`src/rtl/core/mlfq_pkg.sv`:
```
package mlfq_pkg;

  localparam int LEVELS = 4;
  localparam int QUEUE_DEPTH = 16;
  localparam int PROCESS_SLOTS = 16;
  localparam int LVL_W = $clog2(LEVELS);
  localparam int QPTR_W = $clog2(QUEUE_DEPTH);
  localparam int QCNT_W = $clog2(QUEUE_DEPTH + 1);
  localparam int PID_W = $clog2(PROCESS_SLOTS);
  localparam int QADDR_W = LVL_W + QPTR_W;
  localparam int FIFO_DEPTH = 2;
  localparam int NUM_CFG = 4;
  localparam int CFG_IDX_W = 2;

  localparam logic [7:0] SLICE_RESET [NUM_CFG] = '{8'd1, 8'd2, 8'd4, 8'd8};

  typedef enum logic [1:0] {
    ST_OK = 2'd0,
    ST_FULL = 2'd1,
    ST_ZERO = 2'd2
  } status_t;

  typedef struct packed {
    logic        kind;
    logic [3:0]  new_id;
    logic [15:0] service_time;
  } in_item_t;

  typedef struct packed {
    logic [1:0]  status;
    logic        ran_valid;
    logic [3:0]  ran_id;
    logic [1:0]  ran_level;
    logic        completed;
    logic [31:0] finish_time;
    logic        preempted;
  } out_item_t;

  // Classified command passed from the front end to the execution unit.
  typedef struct packed {
    logic             is_tick;
    logic             reject_zero;
    logic [PID_W-1:0] pid;
    logic [15:0]      service;
  } cmd_t;

endpackage

```
`src/rtl/core/mlfq_front.sv`:
```
module mlfq_front (
  input  logic                clk,
  input  logic                rst_n,
  input  logic                in_valid,
  output logic                in_stall,
  input  mlfq_pkg::in_item_t  in_data,
  output logic                cmd_valid,
  input  logic                cmd_pop,
  output mlfq_pkg::cmd_t      cmd
);

  localparam int PW = $clog2(mlfq_pkg::FIFO_DEPTH);

  mlfq_pkg::cmd_t        fifo_r [mlfq_pkg::FIFO_DEPTH];
  logic [PW-1:0]         wp_r, rp_r;
  logic [PW:0]           cnt_r;
  logic                  push;
  mlfq_pkg::cmd_t        c;

  assign in_stall = (cnt_r == (PW+1)'(mlfq_pkg::FIFO_DEPTH));
  assign push = in_valid && !in_stall;
  assign cmd_valid = (cnt_r != '0);
  assign cmd = fifo_r[rp_r];

  always_comb begin
    c.is_tick = in_data.kind;
    c.reject_zero = (in_data.service_time == 16'd0);
    c.pid = in_data.new_id[mlfq_pkg::PID_W-1:0];
    c.service = in_data.service_time;
  end

  always_ff @(posedge clk) begin
    if (push) begin
      fifo_r[wp_r] <= c;
    end
    if (!rst_n) begin
      wp_r <= '0;
      rp_r <= '0;
      cnt_r <= '0;
    end else begin
      if (push) begin
        wp_r <= wp_r + 1'b1;
      end
      if (cmd_pop) begin
        rp_r <= rp_r + 1'b1;
      end
      cnt_r <= cnt_r + (PW+1)'(push) - (PW+1)'(cmd_pop);
    end
  end

endmodule

```
`src/rtl/core/mlfq_back.sv`:
```
module mlfq_back (
  input  logic                 clk,
  input  logic                 rst_n,
  input  logic                 cmd_valid,
  output logic                 cmd_pop,
  input  mlfq_pkg::cmd_t       cmd,
  input  logic                 cfg_we,
  input  logic [1:0]           cfg_idx,
  input  logic [7:0]           cfg_wdata,
  output logic                 out_valid,
  input  logic                 out_stall,
  output mlfq_pkg::out_item_t  out_data
);

  localparam int LW = mlfq_pkg::LVL_W;
  localparam int QW = mlfq_pkg::QPTR_W;
  localparam int CW = mlfq_pkg::QCNT_W;
  localparam int PW = mlfq_pkg::PID_W;
  localparam int AW = mlfq_pkg::QADDR_W;

  typedef enum logic [1:0] {
    S_IDLE = 2'b01,
    S_EXEC = 2'b10
  } state_t;

  state_t state_r;

  logic [7:0]       slice_r [mlfq_pkg::NUM_CFG];
  logic [QW-1:0]    head_r [mlfq_pkg::LEVELS];
  logic [CW-1:0]    count_r [mlfq_pkg::LEVELS];
  logic [7:0]       rslice_r [mlfq_pkg::PROCESS_SLOTS];
  logic [15:0]      rsvc_r [mlfq_pkg::PROCESS_SLOTS];
  logic [PW-1:0]    qmem_r [2**AW];
  logic             run_v_r;
  logic [LW-1:0]    run_lvl_r;
  logic [31:0]      time_r;
  logic [4:0]       done_cnt_r;
  mlfq_pkg::cmd_t   cmd_r;
  logic [LW-1:0]    lvl_r;
  logic             any_r;
  logic [PW-1:0]    qrd_r;
  mlfq_pkg::out_item_t out_r;
  logic             out_v_r;

  logic [LW-1:0]    sel_lvl, rd_lvl;
  logic             sel_any;
  logic             start;

  assign out_valid = out_v_r;
  assign out_data = out_r;
  assign start = (state_r == S_IDLE) && cmd_valid && !(out_v_r && out_stall);
  assign cmd_pop = start;

  always_comb begin
    sel_lvl = '0;
    sel_any = 1'b0;
    for (int i = mlfq_pkg::LEVELS - 1; i >= 0; i--) begin
      if (count_r[i] != '0) begin
        sel_lvl = LW'(i);
        sel_any = 1'b1;
      end
    end
    rd_lvl = cmd.is_tick ? sel_lvl : run_lvl_r;
  end

  // Execute-stage helpers.
  logic [PW-1:0]  p;
  logic [7:0]     sl_raw, sl_cfg, sl_eff, sl_dec;
  logic [15:0]    sv;
  logic [LW-1:0]  dst;
  logic           lvl_last;

  always_comb begin
    p = qrd_r;
    sl_raw = rslice_r[p];
    sv = rsvc_r[p];
    sl_cfg = (lvl_r < LW'(mlfq_pkg::NUM_CFG - 1)) ? slice_r[lvl_r[1:0]]
                                                  : slice_r[mlfq_pkg::NUM_CFG-1];
    if (sl_cfg == 8'd0) begin
      sl_cfg = 8'd1;
    end
    sl_eff = (sl_raw == 8'd0) ? sl_cfg : sl_raw;
    sl_dec = sl_eff - 8'd1;
    lvl_last = (lvl_r == LW'(mlfq_pkg::LEVELS - 1));
    dst = lvl_last ? lvl_r : lvl_r + 1'b1;
    if (count_r[dst] == CW'(mlfq_pkg::QUEUE_DEPTH)) begin
      dst = lvl_r;
    end
  end

  logic [CW-1:0] pos_sum;
  logic [QW-1:0] tail0;
  always_comb begin
    pos_sum = CW'(head_r[0]) + count_r[0];
    tail0 = pos_sum[QW-1:0];
  end

  // Result of the command in the execute stage.
  mlfq_pkg::out_item_t out_nxt;
  always_comb begin
    out_nxt = '0;
    if (!cmd_r.is_tick) begin
      if (cmd_r.reject_zero) begin
        out_nxt.status = mlfq_pkg::ST_ZERO;
      end else if (count_r[0] == CW'(mlfq_pkg::QUEUE_DEPTH)) begin
        out_nxt.status = mlfq_pkg::ST_FULL;
      end else begin
        out_nxt.preempted = run_v_r && (run_lvl_r != '0);
      end
    end else if (any_r) begin
      out_nxt.ran_valid = 1'b1;
      out_nxt.ran_id = 4'(p);
      out_nxt.ran_level = 2'(lvl_r);
      if (sv <= 16'd1) begin
        out_nxt.completed = 1'b1;
        out_nxt.finish_time = time_r + 32'd1;
      end
    end
  end

  always_ff @(posedge clk) begin
    if (start) begin
      qrd_r <= qmem_r[{rd_lvl, head_r[rd_lvl]}];
      cmd_r <= cmd;
      lvl_r <= rd_lvl;
      any_r <= sel_any;
    end
    if (!rst_n) begin
      state_r <= S_IDLE;
      out_v_r <= 1'b0;
      run_v_r <= 1'b0;
      run_lvl_r <= '0;
      time_r <= '0;
      done_cnt_r <= '0;
      for (int i = 0; i < mlfq_pkg::NUM_CFG; i++) begin
        slice_r[i] <= mlfq_pkg::SLICE_RESET[i];
      end
      for (int i = 0; i < mlfq_pkg::LEVELS; i++) begin
        head_r[i] <= '0;
        count_r[i] <= '0;
      end
      for (int i = 0; i < mlfq_pkg::PROCESS_SLOTS; i++) begin
        rslice_r[i] <= '0;
      end
    end else begin
      if (cfg_we) begin
        slice_r[cfg_idx] <= cfg_wdata;
      end
      if (out_v_r && !out_stall) begin
        out_v_r <= 1'b0;
      end
      case (state_r)
        S_IDLE: begin
          if (start) begin
            state_r <= S_EXEC;
          end
        end
        S_EXEC: begin
          state_r <= S_IDLE;
          out_v_r <= 1'b1;
          out_r <= out_nxt;
          if (!cmd_r.is_tick) begin
            if (!cmd_r.reject_zero && count_r[0] != CW'(mlfq_pkg::QUEUE_DEPTH)) begin
              // Preemption rotates the running head to the tail of its own level.
              if (run_v_r && run_lvl_r != '0) begin
                qmem_r[{lvl_r, QW'(head_r[lvl_r] + QW'(count_r[lvl_r]))}] <= qrd_r;
                head_r[lvl_r] <= head_r[lvl_r] + 1'b1;
                run_v_r <= 1'b0;
              end
              rsvc_r[cmd_r.pid] <= cmd_r.service;
              rslice_r[cmd_r.pid] <= '0;
              qmem_r[{LW'(0), tail0}] <= cmd_r.pid;
              count_r[0] <= count_r[0] + 1'b1;
            end
          end else begin
            time_r <= time_r + 32'd1;
            if (any_r) begin
              if (sv <= 16'd1) begin
                rsvc_r[p] <= '0;
                rslice_r[p] <= '0;
                head_r[lvl_r] <= head_r[lvl_r] + 1'b1;
                count_r[lvl_r] <= count_r[lvl_r] - 1'b1;
                run_v_r <= 1'b0;
                done_cnt_r <= done_cnt_r + 5'd1;
              end else begin
                rsvc_r[p] <= sv - 16'd1;
                if (sl_dec == 8'd0) begin
                  rslice_r[p] <= '0;
                  run_v_r <= 1'b0;
                  head_r[lvl_r] <= head_r[lvl_r] + 1'b1;
                  if (dst == lvl_r) begin
                    // Pop and push on the same level: count is unchanged.
                    qmem_r[{lvl_r, QW'(head_r[lvl_r] + QW'(count_r[lvl_r]))}] <= p;
                  end else begin
                    count_r[lvl_r] <= count_r[lvl_r] - 1'b1;
                    qmem_r[{dst, QW'(head_r[dst] + QW'(count_r[dst]))}] <= p;
                    count_r[dst] <= count_r[dst] + 1'b1;
                  end
                end else begin
                  rslice_r[p] <= sl_dec;
                  run_v_r <= 1'b1;
                  run_lvl_r <= lvl_r;
                end
              end
            end
          end
        end
        default: state_r <= S_IDLE;
      endcase
    end
  end

endmodule

```
`src/rtl/core/mlfq_preemptive_scheduler.sv`:
```
// Channel  | Direction | Ports
// input    | in        | in_valid, in_stall, in_data (kind, new_id, service_time)
// result   | out       | out_valid, out_stall, out_data (status .. preempted)
// config   | in        | cfg_we, cfg_idx, cfg_wdata
//
// In the execution unit each item first reads the head entry of the queue
// memory, then updates queues and counters and registers the result. A
// two-entry command queue decouples the input from execution. Reset is
// synchronous and active low; it restores the slice registers and empties
// all queues. A stalled output holds the next item in the queue.
module mlfq_preemptive_scheduler (
  input  logic                 clk,
  input  logic                 rst_n,
  input  logic                 in_valid,
  output logic                 in_stall,
  input  mlfq_pkg::in_item_t   in_data,
  output logic                 out_valid,
  input  logic                 out_stall,
  output mlfq_pkg::out_item_t  out_data,
  input  logic                 cfg_we,
  input  logic [1:0]           cfg_idx,
  input  logic [7:0]           cfg_wdata
);

  logic           cmd_valid;
  logic           cmd_pop;
  mlfq_pkg::cmd_t cmd;

  // Front end: captures and classifies each transfer into a command.
  mlfq_front u_front (
    .clk(clk), .rst_n(rst_n),
    .in_valid(in_valid), .in_stall(in_stall), .in_data(in_data),
    .cmd_valid(cmd_valid), .cmd_pop(cmd_pop), .cmd(cmd)
  );

  // Back end: executes arrivals and ticks against the queue state.
  mlfq_back u_back (
    .clk(clk), .rst_n(rst_n),
    .cmd_valid(cmd_valid), .cmd_pop(cmd_pop), .cmd(cmd),
    .cfg_we(cfg_we), .cfg_idx(cfg_idx), .cfg_wdata(cfg_wdata),
    .out_valid(out_valid), .out_stall(out_stall), .out_data(out_data)
  );

endmodule
```
`config.mk`:
```
export PLATFORM = sky130hd
export DESIGN_NAME = mlfq_preemptive_scheduler
export DESIGN_NICKNAME = d
export VERILOG_FILES = /design/src/rtl/core/mlfq_pkg.sv /design/src/rtl/core/mlfq_front.sv /design/src/rtl/core/mlfq_back.sv /design/src/rtl/core/mlfq_preemptive_scheduler.sv
export SDC_FILE = /design/constraint.sdc
export NUM_CORES = 1
export LEC_CHECK = 0
export ABC_CLOCK_PERIOD_IN_PS = 15700
export BUFFER_PORTS_ARGS = -buffer_cell sky130_fd_sc_hd__buf_4
export CAP_MARGIN = 0
export CORE_MARGIN = 4
export CORE_UTILIZATION = 40
export DETAILED_ROUTE_END_ITERATION = 10
export SYNTH_ARGS = -nofsm -noshare
export SYNTH_HDL_FRONTEND = slang
export SYNTH_SLANG_ARGS = --single-unit
```
`constraint.sdc`:
```
create_clock -name clk -period 15.7 [get_ports clk]
set_input_delay 3.14 -clock clk [delete_from_list [all_inputs] [get_ports clk]]
set_output_delay 3.14 -clock clk [all_outputs]
set_load 0.01 [all_outputs]
```
==> results of run 1 <==
==> through the flow <==
| stage | instances | instance area (µm²) |
|---|---|---|
| after floorplan | 2579 | 38900 |
| after global placement | 3844 | 40900 |
| after detailed placement | 3844 | 40900 |
| after CTS | 4006 | 43800 |
| after global routing | 4006 | 43800 |
| final | 4007 | 43800 |
==> cells by family (layout without fill, tap and decap cells) <==
family | count (synthesis) | count (layout)
flops | 869 | 869
other cells | 0 | 1
simple gates | 784 | 784
fa+ha+maj | 24 | 24
compound gates | 280 | 280
mux | 345 | 345
buf+inv | 188 | 339
xor+xnor | 89 | 89
==> cells in the final DEF (no fill, tap or decap), types with 19 or more instances in the layout <==
cell and instances:
edfxtp_1 824, nor2_1 233, nand2_1 169, mux4_2 149, buf_4 127, mux2_2 122, nor3_1 110, clkbuf_16 90
mux2i_1 72, and2_1 58, a21oi_1 50, xnor2_1 50, inv_1 47, dfxtp_1 45, o21ai_0 41, nand3_1 40
xor2_1 39, a211oi_1 30, a22oi_1 25, and3_1 24, o22ai_1 22, ha_1 21, clkinv_1 21, nor3_2 20
clkinv_2 19
==> worst max-delay path: stages (launching register included) <==
cell,delay (ns)
edfxtp_1,0.40
buf_12,0.70
mux4_2,0.61
a22oi_1,0.28
nand2_1,0.23
or4b_4,0.59
nor3_1,0.59
a21oi_1,0.19
ha_1,0.33
o311ai_0,0.16
o211a_1,0.27
nand4_1,0.12
nor4b_2,0.38
nand3_2,0.41
a32oi_1,1.20
nor3_1,0.30
==> cell type report <==
type	count	area, µm²	share of cell area, %
timing repair buffer	129	993	2.27
clock buffer	102	2300	5.25
inverter	48	180	0.412
clock inverter	60	556	1.27
multi-input combinational	1522	12500	28.6
tap	1276	1600	3.65
antenna	1	2.50	0.00572
sequential	869	25600	58.6
==> power by group <==
part / internal, mW / switching [mW] / leakage (nW)
Sequential: 2.79 / 0.100 / 8.08
Clock: 1.17 / 0.897 / 1.38
Combinational: 0.706 / 1.30 / 5.01
Total: 4.67 / 2.30 / 14.5
==> flip-flops by register name, summed over array words and instances, names as in the netlist, 22 cells and up, named ones only <==
register / cells
u_front.fifo_r: 44
u_back.rslice_r: 128
u_back.qmem_r: 256
u_back.cmd_r: 22
u_back.slice_r: 32
u_back.time_r: 32
u_back.rsvc_r: 256
u_back.out_data: 43
==> layer usage <==
metal / part of all wire [%] / global-route usage [%] / up-vias
met5: 0 / 0 / -
met4: 3.0 / 5.98 / 0
met3: 5.8 / 2.83 / 174
met2: 50 / 32.1 / 798
met1: 41 / 24.3 / 11800
li1: - / - / 10200
==> worst paths after layout <==
path	endpoint	slack (ns)	cells after the start
max reg2reg	u_back.qmem_r[45][1]	8.50	15
min reg2reg	u_back.time_r[1]	0.51	2
min	u_back.time_r[1]	0.51	2
max	u_back.qmem_r[45][1]	8.50	15
==> qor.yml, run 1 <==
cts:
  cts_max_path_buffers: 3
  cts_made_buffers: 90
  ctsRootBufferMaster: "clkbuf_16"
  clock_sinks: 869
  clkTransAtPathRegs_ns: 0.06
  clock_latency_ns: 0.67
  cts_tree: "yes"
  htree_levels: 3
  post_cts_resized: 0
  cts_hold_buf: 0
  post-cts-setup-buffers: 0
place:
  dp_hpwl_um: 61000
  preCtsSetupSlack_ns: 8.58
  portBuffers: 80
  gp_congestion: 0.869
synthesis:
  synth-compound-area-share_pct: 5.03
  syn_area_mm2: 0.0389
  synth.most_common_cell: "edfxtp_1"
  syn_nets: 2639
  synthTopCellsByArea: "edfxtp_1 64%, mux4_2 8.6%, mux2_2 3.6%"
  synth_enable_flop_cells: 824
  yosys.area_share.simple_pct: 10.1
  synth_top_family_by_area: "multiplexers"
  ys_ff_latch: 869
  synth_ff_type: "edfxtp_1"
  postSynth.asyncResetShare_pct: 0
  synth_cell_types: 87
  synth.largest_area_cell: "edfxtp_1"
  seq_area_frac_synth_pct: 65.9
  synth.avg_cell_area_um2: 15.1
  syn_inst: 2579
  synth-xor-area-share_pct: 2.00
  netlist.area_leader.share_pct: 63.6
  synth_commonest_cells: "824 x edfxtp_1, 234 x nor2_1, 169 x nand2_1"
  synth_fa_ha_area_share_pct: 0.830
  synthMuxAreaShare_pct: 14.1
  ys_warn_count: 0
global_route:
  grt_use_total_pct: 18.6
  grt_max_degree: 141
  grt_pass1_vias: 23900
  gr-total-overflow: 0
  grt_pass1_wl_um: 147000
  grt_antenna_before_repair: 1
drt:
  avgRoutedWirePerCell_um: 24.0
  ant_nets: 0
  first_pass_iters: 5
  vias: 23000
  drc: 0
  avgViaCountPerCell: 5.73
  wl_um: 96300
  first_iter_violations: 1961
power:
  power_mw: 6.97
  p_leak_nw: 14.5
  irDropWorstVdd_v: 0.000111
  cellPowerDensity_mw_per_mm2: 159
final_layout:
  final.fill_count: 8416
  post-route-util_pct: 45.3
  drive_gt1_share_pct: 21.7
  syn2layout_area_growth_pct: 12.5
  nNetsFinal: 2720
worst_setup_path:
  arrival_ns: 7.54
  crit_path_end_kind: "register"
  crit_type: "register to register"
  critPathLaunch: "u_back.p[0]"
  cp_max_fo: 140
  r2r-start: "u_back.p[0]"
  required_ns: 16.03
  cp-start-kind: "register"
timing:
  rsz0062_at_grt: "no"
  finalHoldViolCount: 0
  finalMaxSlewViolations: 0
  fmax_ghz: 0.139
  setup_viol: 0
  fin_ws_ns: 8.50
  skew_ns: 0.0275
  period_minus_slack_ns: 7.20
  worst_pin_slew_ns: 1.33
  hold_ws_ns: 0.508
  setup_tns_ns: 0
  finalCritPeriodShare_pct: 45.9
  slew_headroom_pct: 11.2
floorplanning:
  ios: 81
  die_w_um: 320
  initial_core_util_pct: 40.3
  fp.dieH_um: 320
  core-area_mm2: 0.0966
  die-area_mm2: 0.102
  rows: 114
status:
  status: "complete, no violations"
hold_path:
  hold_path.class: "register to register"
  hold_start: "u_back.time_r[1]"
flow_run:
  cap_violations: 0
(Power assumes the default switching activity.)
==> run 2: changes to the inputs <==
--- a/config.mk
+++ b/config.mk
@@ -5,7 +5,7 @@
 export SDC_FILE = /design/constraint.sdc
 export NUM_CORES = 1
 export LEC_CHECK = 0
-export ABC_CLOCK_PERIOD_IN_PS = 15700
+export ABC_CLOCK_PERIOD_IN_PS = 6800
 export BUFFER_PORTS_ARGS = -buffer_cell sky130_fd_sc_hd__buf_4
 export CAP_MARGIN = 0
 export CORE_MARGIN = 4
==> constraint.sdc (replaced) <==
create_clock -name clk -period 6.8 [get_ports clk]
set_input_delay 1.36 -clock clk [delete_from_list [all_inputs] [get_ports clk]]
set_output_delay 1.36 -clock clk [all_outputs]
set_load 0.01 [all_outputs]
==> qor.yml, run 2 (synthesized netlist as in run 1, its figures left out) <==
status:
  status: "complete, no violations"
final_layout:
  nNetsFinal: 2749
  drive_gt1_share_pct: 22.4
  reg_top3: "u_back.qmem_r (256), u_back.rsvc_r (256), u_back.rslice_r (128)"
  stdcell_count: 4035
  final_cell_mix: "824 x edfxtp_1, 233 x nor2_1, 169 x nand2_1, 154 x buf_4, 149 x mux4_2"
  syn2layout_area_growth_pct: 13.2
  antenna-diode-count: 0
  post-route-util_pct: 45.6
  final_area_mm2: 0.0441
  final_common_cell: "edfxtp_1"
global_route:
  grt_pass1_vias: 23100
  grt_use_total_pct: 18.7
  gr-total-overflow: 0
  grt_pass1_wl_um: 146000
  grt_max_degree: 74
  grt_antenna_before_repair: 0
timing:
  slew_headroom_pct: 20.3
  fin_ws_ns: 0.571
  skew_ns: 0.0213
  worst_pin_slew_ns: 1.18
  setup_viol: 0
  period_minus_slack_ns: 6.23
  hold_ws_ns: 0.514
  finalCritPeriodShare_pct: 91.6
  setup_tns_ns: 0
  finalMaxSlewViolations: 0
  rsz0062_at_grt: "no"
  finalHoldViolCount: 0
  fmax_ghz: 0.161
drt:
  avgViaCountPerCell: 5.66
  wl_um: 97100
  ant_nets: 0
  first_iter_violations: 1915
  first_pass_iters: 6
  drc: 0
  vias: 22800
  avgRoutedWirePerCell_um: 24.1
cts:
  clock_latency_ns: 0.66
  ctsRootBufferMaster: "clkbuf_16"
  cts_tree: "yes"
  cts_hold_buf: 0
  post-cts-setup-buffers: 0
  htree_levels: 3
  cts_made_buffers: 89
  clkTransAtPathRegs_ns: 0.06
  cts_max_path_buffers: 3
  post_cts_resized: 0
  clock_sinks: 869
power:
  p_leak_nw: 14.7
  cellPowerDensity_mw_per_mm2: 365
  irDropWorstVdd_v: 0.000245
  power_mw: 16.1
worst_setup_path:
  cp_num_buf_inv: 1
  arrival_ns: 6.55
  cp-start-kind: "register"
  crit_chain: "buf_12, mux4_2, a22o_1, nor2_2, nor4b_2, nand3_1, nor2_1, nor2_1, ha_1, and3_1, a31o_1, a2111oi_4, nand3_2, mux2_1, or3b_1, nor3_2"
  crit_path_frequent_cell: "nor2_1"
  crit_type: "register to register"
  cp_slowest_cell: "or3b_1"
  crit_path_end_kind: "register"
  required_ns: 7.12
  critical-path-top-delay-family: "simple AND/OR/NAND/NOR gates"
  slowest_delay_ns: 0.60
  cp_max_fo: 46
  r2r_setup_slack_ns: 0.57
floorplanning:
  fp.dieH_um: 320
  core-area_mm2: 0.0966
  die-area_mm2: 0.102
  rows: 114
  ios: 81
  die_w_um: 320
  initial_core_util_pct: 40.3
place:
  dp_hpwl_um: 62600
  place_inst: 3874
  preCtsSetupSlack_ns: 0.602
  dpl_cell_area_mm2: 0.0412
  gp_congestion: 0.884
  portBuffers: 80
flow_run:
  cap_violations: 0
hold_path:
  hold_path.class: "register to register"
run 2: changes by cell type in the layout (fill, tap and decap cells not counted), moves of 2 or more:
cell,change
clkinv_8,-2
inv_6,+2
clkinv_1,-3
o21ai_1,-2
buf_12,+3
clkinv_4,+2
clkinv_2,-8
o21ai_0,+2
buf_4,+27
clkbuf_1,+6
run 2: area by class of cell:
cell class	count	area, µm²
clock inverters	53	557
inverters	48	180
clock buffers	108	2310
well taps	1276	1600
repair buffers	159	1260
flip-flops and latches	869	25600
fillers	8348	52500
multi-input cells	1522	12500
run 2: where the power goes:
group	switching, mW	internal (mW)	total [mW]
clock	2.07	2.74	4.81
sequential	0.200	6.44	6.64
combinational	2.98	1.66	4.64
total	5.25	10.8	16.1
run 2: worst paths after layout:
kind | from | endpoint | cells after the start
max reg2reg | u_back.p[0] | u_back.qmem_r[24][0] | 16
min | u_back.time_r[1] | u_back.time_r[1] | 2
max | u_back.p[0] | u_back.qmem_r[24][0] | 16
min reg2reg | u_back.time_r[1] | u_back.time_r[1] | 2
run 2: per-layer routing:
layer,share of wire (%),vias to the layer above,track usage (%)
li1,-,10200,-
met1,42,11600,25.3
met2,50,863,31.8
met3,6.4,126,3.12
met4,1.9,0,4.46
met5,0,-,0
run 2: worst reg2reg max path, stage by stage (launching register included):
cell       delay [ns]
edfxtp_1         0.39
buf_12           0.35
mux4_2           0.58
a22o_1           0.28
nor2_2           0.33
nor4b_2          0.51
nand3_1          0.22
nor2_1           0.15
nor2_1           0.09
ha_1             0.29
and3_1           0.19
a31o_1           0.24
a2111oi_4        0.43
nand3_2          0.48
mux2_1           0.38
or3b_1           0.60
nor3_2           0.37
==> run 3: changes to the inputs <==
--- a/config.mk
+++ b/config.mk
@@ -9,8 +9,10 @@
 export BUFFER_PORTS_ARGS = -buffer_cell sky130_fd_sc_hd__buf_4
 export CAP_MARGIN = 0
 export CORE_MARGIN = 4
-export CORE_UTILIZATION = 40
+export CORE_UTILIZATION = 50
 export DETAILED_ROUTE_END_ITERATION = 10
+export PLACE_DENSITY = 0.66
 export SYNTH_ARGS = -nofsm -noshare
 export SYNTH_HDL_FRONTEND = slang
+export SYNTH_HIERARCHICAL = 1
 export SYNTH_SLANG_ARGS = --single-unit
==> qor.yml, run 3 <==
final_layout:
  nNetsFinal: 2706
  reg_top3: "u_back/qmem_r (256), u_back/rsvc_r (256), u_back/rslice_r (128)"
  final_cell_mix: "824 x edfxtp_1, 302 x nor2_1, 203 x nand2_1, 176 x mux4_2, 138 x buf_4"
  drive_gt1_share_pct: 22.0
  final.fill_count: 5861
  final_area_mm2: 0.0434
  syn2layout_area_growth_pct: 12.5
  final_common_cell: "edfxtp_1"
flow_run:
  cap_violations: 0
synthesis:
  synth_commonest_cells: "824 x edfxtp_1, 303 x nor2_1, 203 x nand2_1"
  syn_area_mm2: 0.0385
  synth_cell_types: 72
  synth.most_common_cell: "edfxtp_1"
  seq_area_frac_synth_pct: 66.5
  synth.avg_cell_area_um2: 15.2
  postSynth.asyncResetShare_pct: 0
  synthTopCellsByArea: "edfxtp_1 64%, mux4_2 10%, mux2_2 3.4%"
  netlist.area_leader.share_pct: 64.2
  ys_ff_latch: 869
  synth_ff_type: "edfxtp_1"
  ys_warn_count: 6
  synth_enable_flop_cells: 824
  syn_nets: 2595
  syn_inst: 2535
  synth.largest_area_cell: "edfxtp_1"
global_route:
  grt_use_total_pct: 23.5
  gr-total-overflow: 0
  grt_max_degree: 105
  grt_antenna_before_repair: 4
  grt_pass1_wl_um: 145000
  grt_pass1_vias: 23100
worst_setup_path:
  critPathLaunch: "u_back/p[0]"
  required_ns: 7.07
  r2r_setup_slack_ns: 0.58
  cp_num_buf_inv: 3
  cp_slowest_cell: "nor3_1"
  crit_chain: "buf_12, mux4_2, nand2_1, nand4_1, nor4_2, a31o_2, inv_1, ha_1, inv_1, a311oi_1, a211o_1, or3_1, nor3_1, nand4_1, nor3_1, o21ai_1, nor2_1"
  r2r-start: "u_back/p[0]"
  critical-path-top-delay-family: "simple AND/OR/NAND/NOR gates"
  crit_path_end_kind: "register"
  crit_type: "register to register"
  arrival_ns: 6.49
  reg2reg_depth: 17
  r2r-end: "u_back/qmem_r[43][0]"
  cp_max_fo: 59
  slowest_delay_ns: 0.76
  cp-start-kind: "register"
timing:
  finalHoldViolCount: 0
  skew_ns: 0.0403
  finalCritPeriodShare_pct: 91.4
  slew_headroom_pct: 21.7
  fmax_ghz: 0.161
  rsz0062_at_grt: "no"
  finalMaxSlewViolations: 0
  setup_tns_ns: 0
  fin_ws_ns: 0.582
  setup_viol: 0
  worst_pin_slew_ns: 1.17
  period_minus_slack_ns: 6.22
floorplanning:
  die-area_mm2: 0.0816
  rows: 101
  core-area_mm2: 0.0762
  initial_core_util_pct: 50.6
  ios: 81
  die_w_um: 286
  fp.dieH_um: 286
cts:
  post_cts_resized: 0
  cts_max_path_buffers: 3
  htree_levels: 3
  cts_made_buffers: 90
  clock_sinks: 869
  clock_latency_ns: 0.65
  clkTransAtPathRegs_ns: 0.06
  cts_tree: "yes"
  ctsRootBufferMaster: "clkbuf_16"
drt:
  avgRoutedWirePerCell_um: 25.6
  wl_um: 96100
  avgViaCountPerCell: 6.11
  first_pass_iters: 6
  ant_nets: 0
  drc: 0
  vias: 22900
  first_iter_violations: 2612
hold_path:
  worstHoldEndpoint: "u_back/run_v_r"
  hold_path.class: "register to register"
  hold_start: "u_back/run_v_r"
  hold_path_depth: 2
place:
  gp_congestion: 0.907
  preCtsSetupSlack_ns: 0.516
  dp_hpwl_um: 64000
  dpl_cell_area_mm2: 0.0404
  portBuffers: 80
power:
  p_leak_nw: 14.5
  irDropWorstVdd_v: 0.000267
  cellPowerDensity_mw_per_mm2: 380
status:
  status: "complete, no violations"
[run 3: cell types whose count changed after synthesis, sizes merged, moves of 10 or more]
cell	delta
a211oi	-20
a22oi	+11
buf	-10
mux2i	-33
mux4	+27
nand2	+32
nand3	+15
nand4	+15
nor2	+75
nor3	-102
[run 3: timing repair]
item	in CTS	in global routing
setup buffers	0	2
hold buffers	0	0
setup endpoints to repair	0	71
[run 3: routing by layer]
layer  wire (µm)  vias to the layer above  track usage, %
met2       46100                     1056            37.9
met4        2630                        2            7.47
met3        8070                      176            4.44
met1       39300                    11700            32.7
li1            -                     9973               -
met5           9                        -               0
[run 3: worst max path at each step]
stage | end | slack (ns) | cells after the start
after floorplan | u_back/qmem_r[8][0] | 0.98 | 19
after global placement | u_back/qmem_r[46][0] | 0.71 | 13
after detailed placement | u_back/qmem_r[54][1] | 0.52 | 17
after CTS | u_back/qmem_r[54][3] | 0.49 | 17
after global routing | u_back/qmem_r[43][3] | 0.02 | 17
final | u_back/qmem_r[43][0] | 0.58 | 17
[run 3: kinds of logic (layout without fill, tap and decap cells)]
group	Yosys count	count (layout)	share of synthesized area [%]
AOI/OAI and AO/OA	241	241	4.24
xor gates and xnor gates	86	86	1.95
adders and majority gates	24	24	0.838
buffers and inverters	174	355	1.93
DFF	869	869	66.5
muxes	330	330	14.7
other	0	3	0
and+or+nand+nor	811	811	9.84
[run 3: tightest hold or removal path: cells and delay by family, from the launching register on]
kind               cells  cell delay, ns
AOI/OAI and AO/OA      1            0.07
DFF                    1            0.31
and+or+nand+nor        1            0.05
[run 3: where the power goes]
group          total, mW  internal (mW)  switching (mW)  leakage, nW
clock network       4.85           2.80            2.04         1.40
registers           6.77           6.54           0.234         8.10
logic               4.84           1.78            3.06         4.95
total               16.5           11.1            5.34         14.5
[run 3: layout make-up]
| cell class | count | area [µm²] | area share, % |
|---|---|---|---|
| sequential | 869 | 25600 | 59.2 |
| clock buffer | 104 | 2320 | 5.36 |
| timing repair buffer | 142 | 1120 | 2.57 |
| inverter | 51 | 191 | 0.442 |
| antenna | 3 | 7.51 | 0.0173 |
| clock inverter | 58 | 583 | 1.34 |
| multi-input combinational | 1492 | 12200 | 28.1 |
| tap | 1030 | 1290 | 2.97 |
[run 3: stage by stage]
step | std cells | hold WS [ns] | power (mW) | util (%)
after floorplan | 2535 | 0.440 | 10.1 | -
after global placement | 3582 | 0.449 | 11.6 | 53.0
after detailed placement | 3582 | 0.464 | 11.6 | 53.0
after CTS | 3744 | 0.474 | 16.5 | 56.9
after global routing | 3746 | 0.494 | 17.2 | 56.9
final | 3749 | 0.476 | 16.5 | 56.9
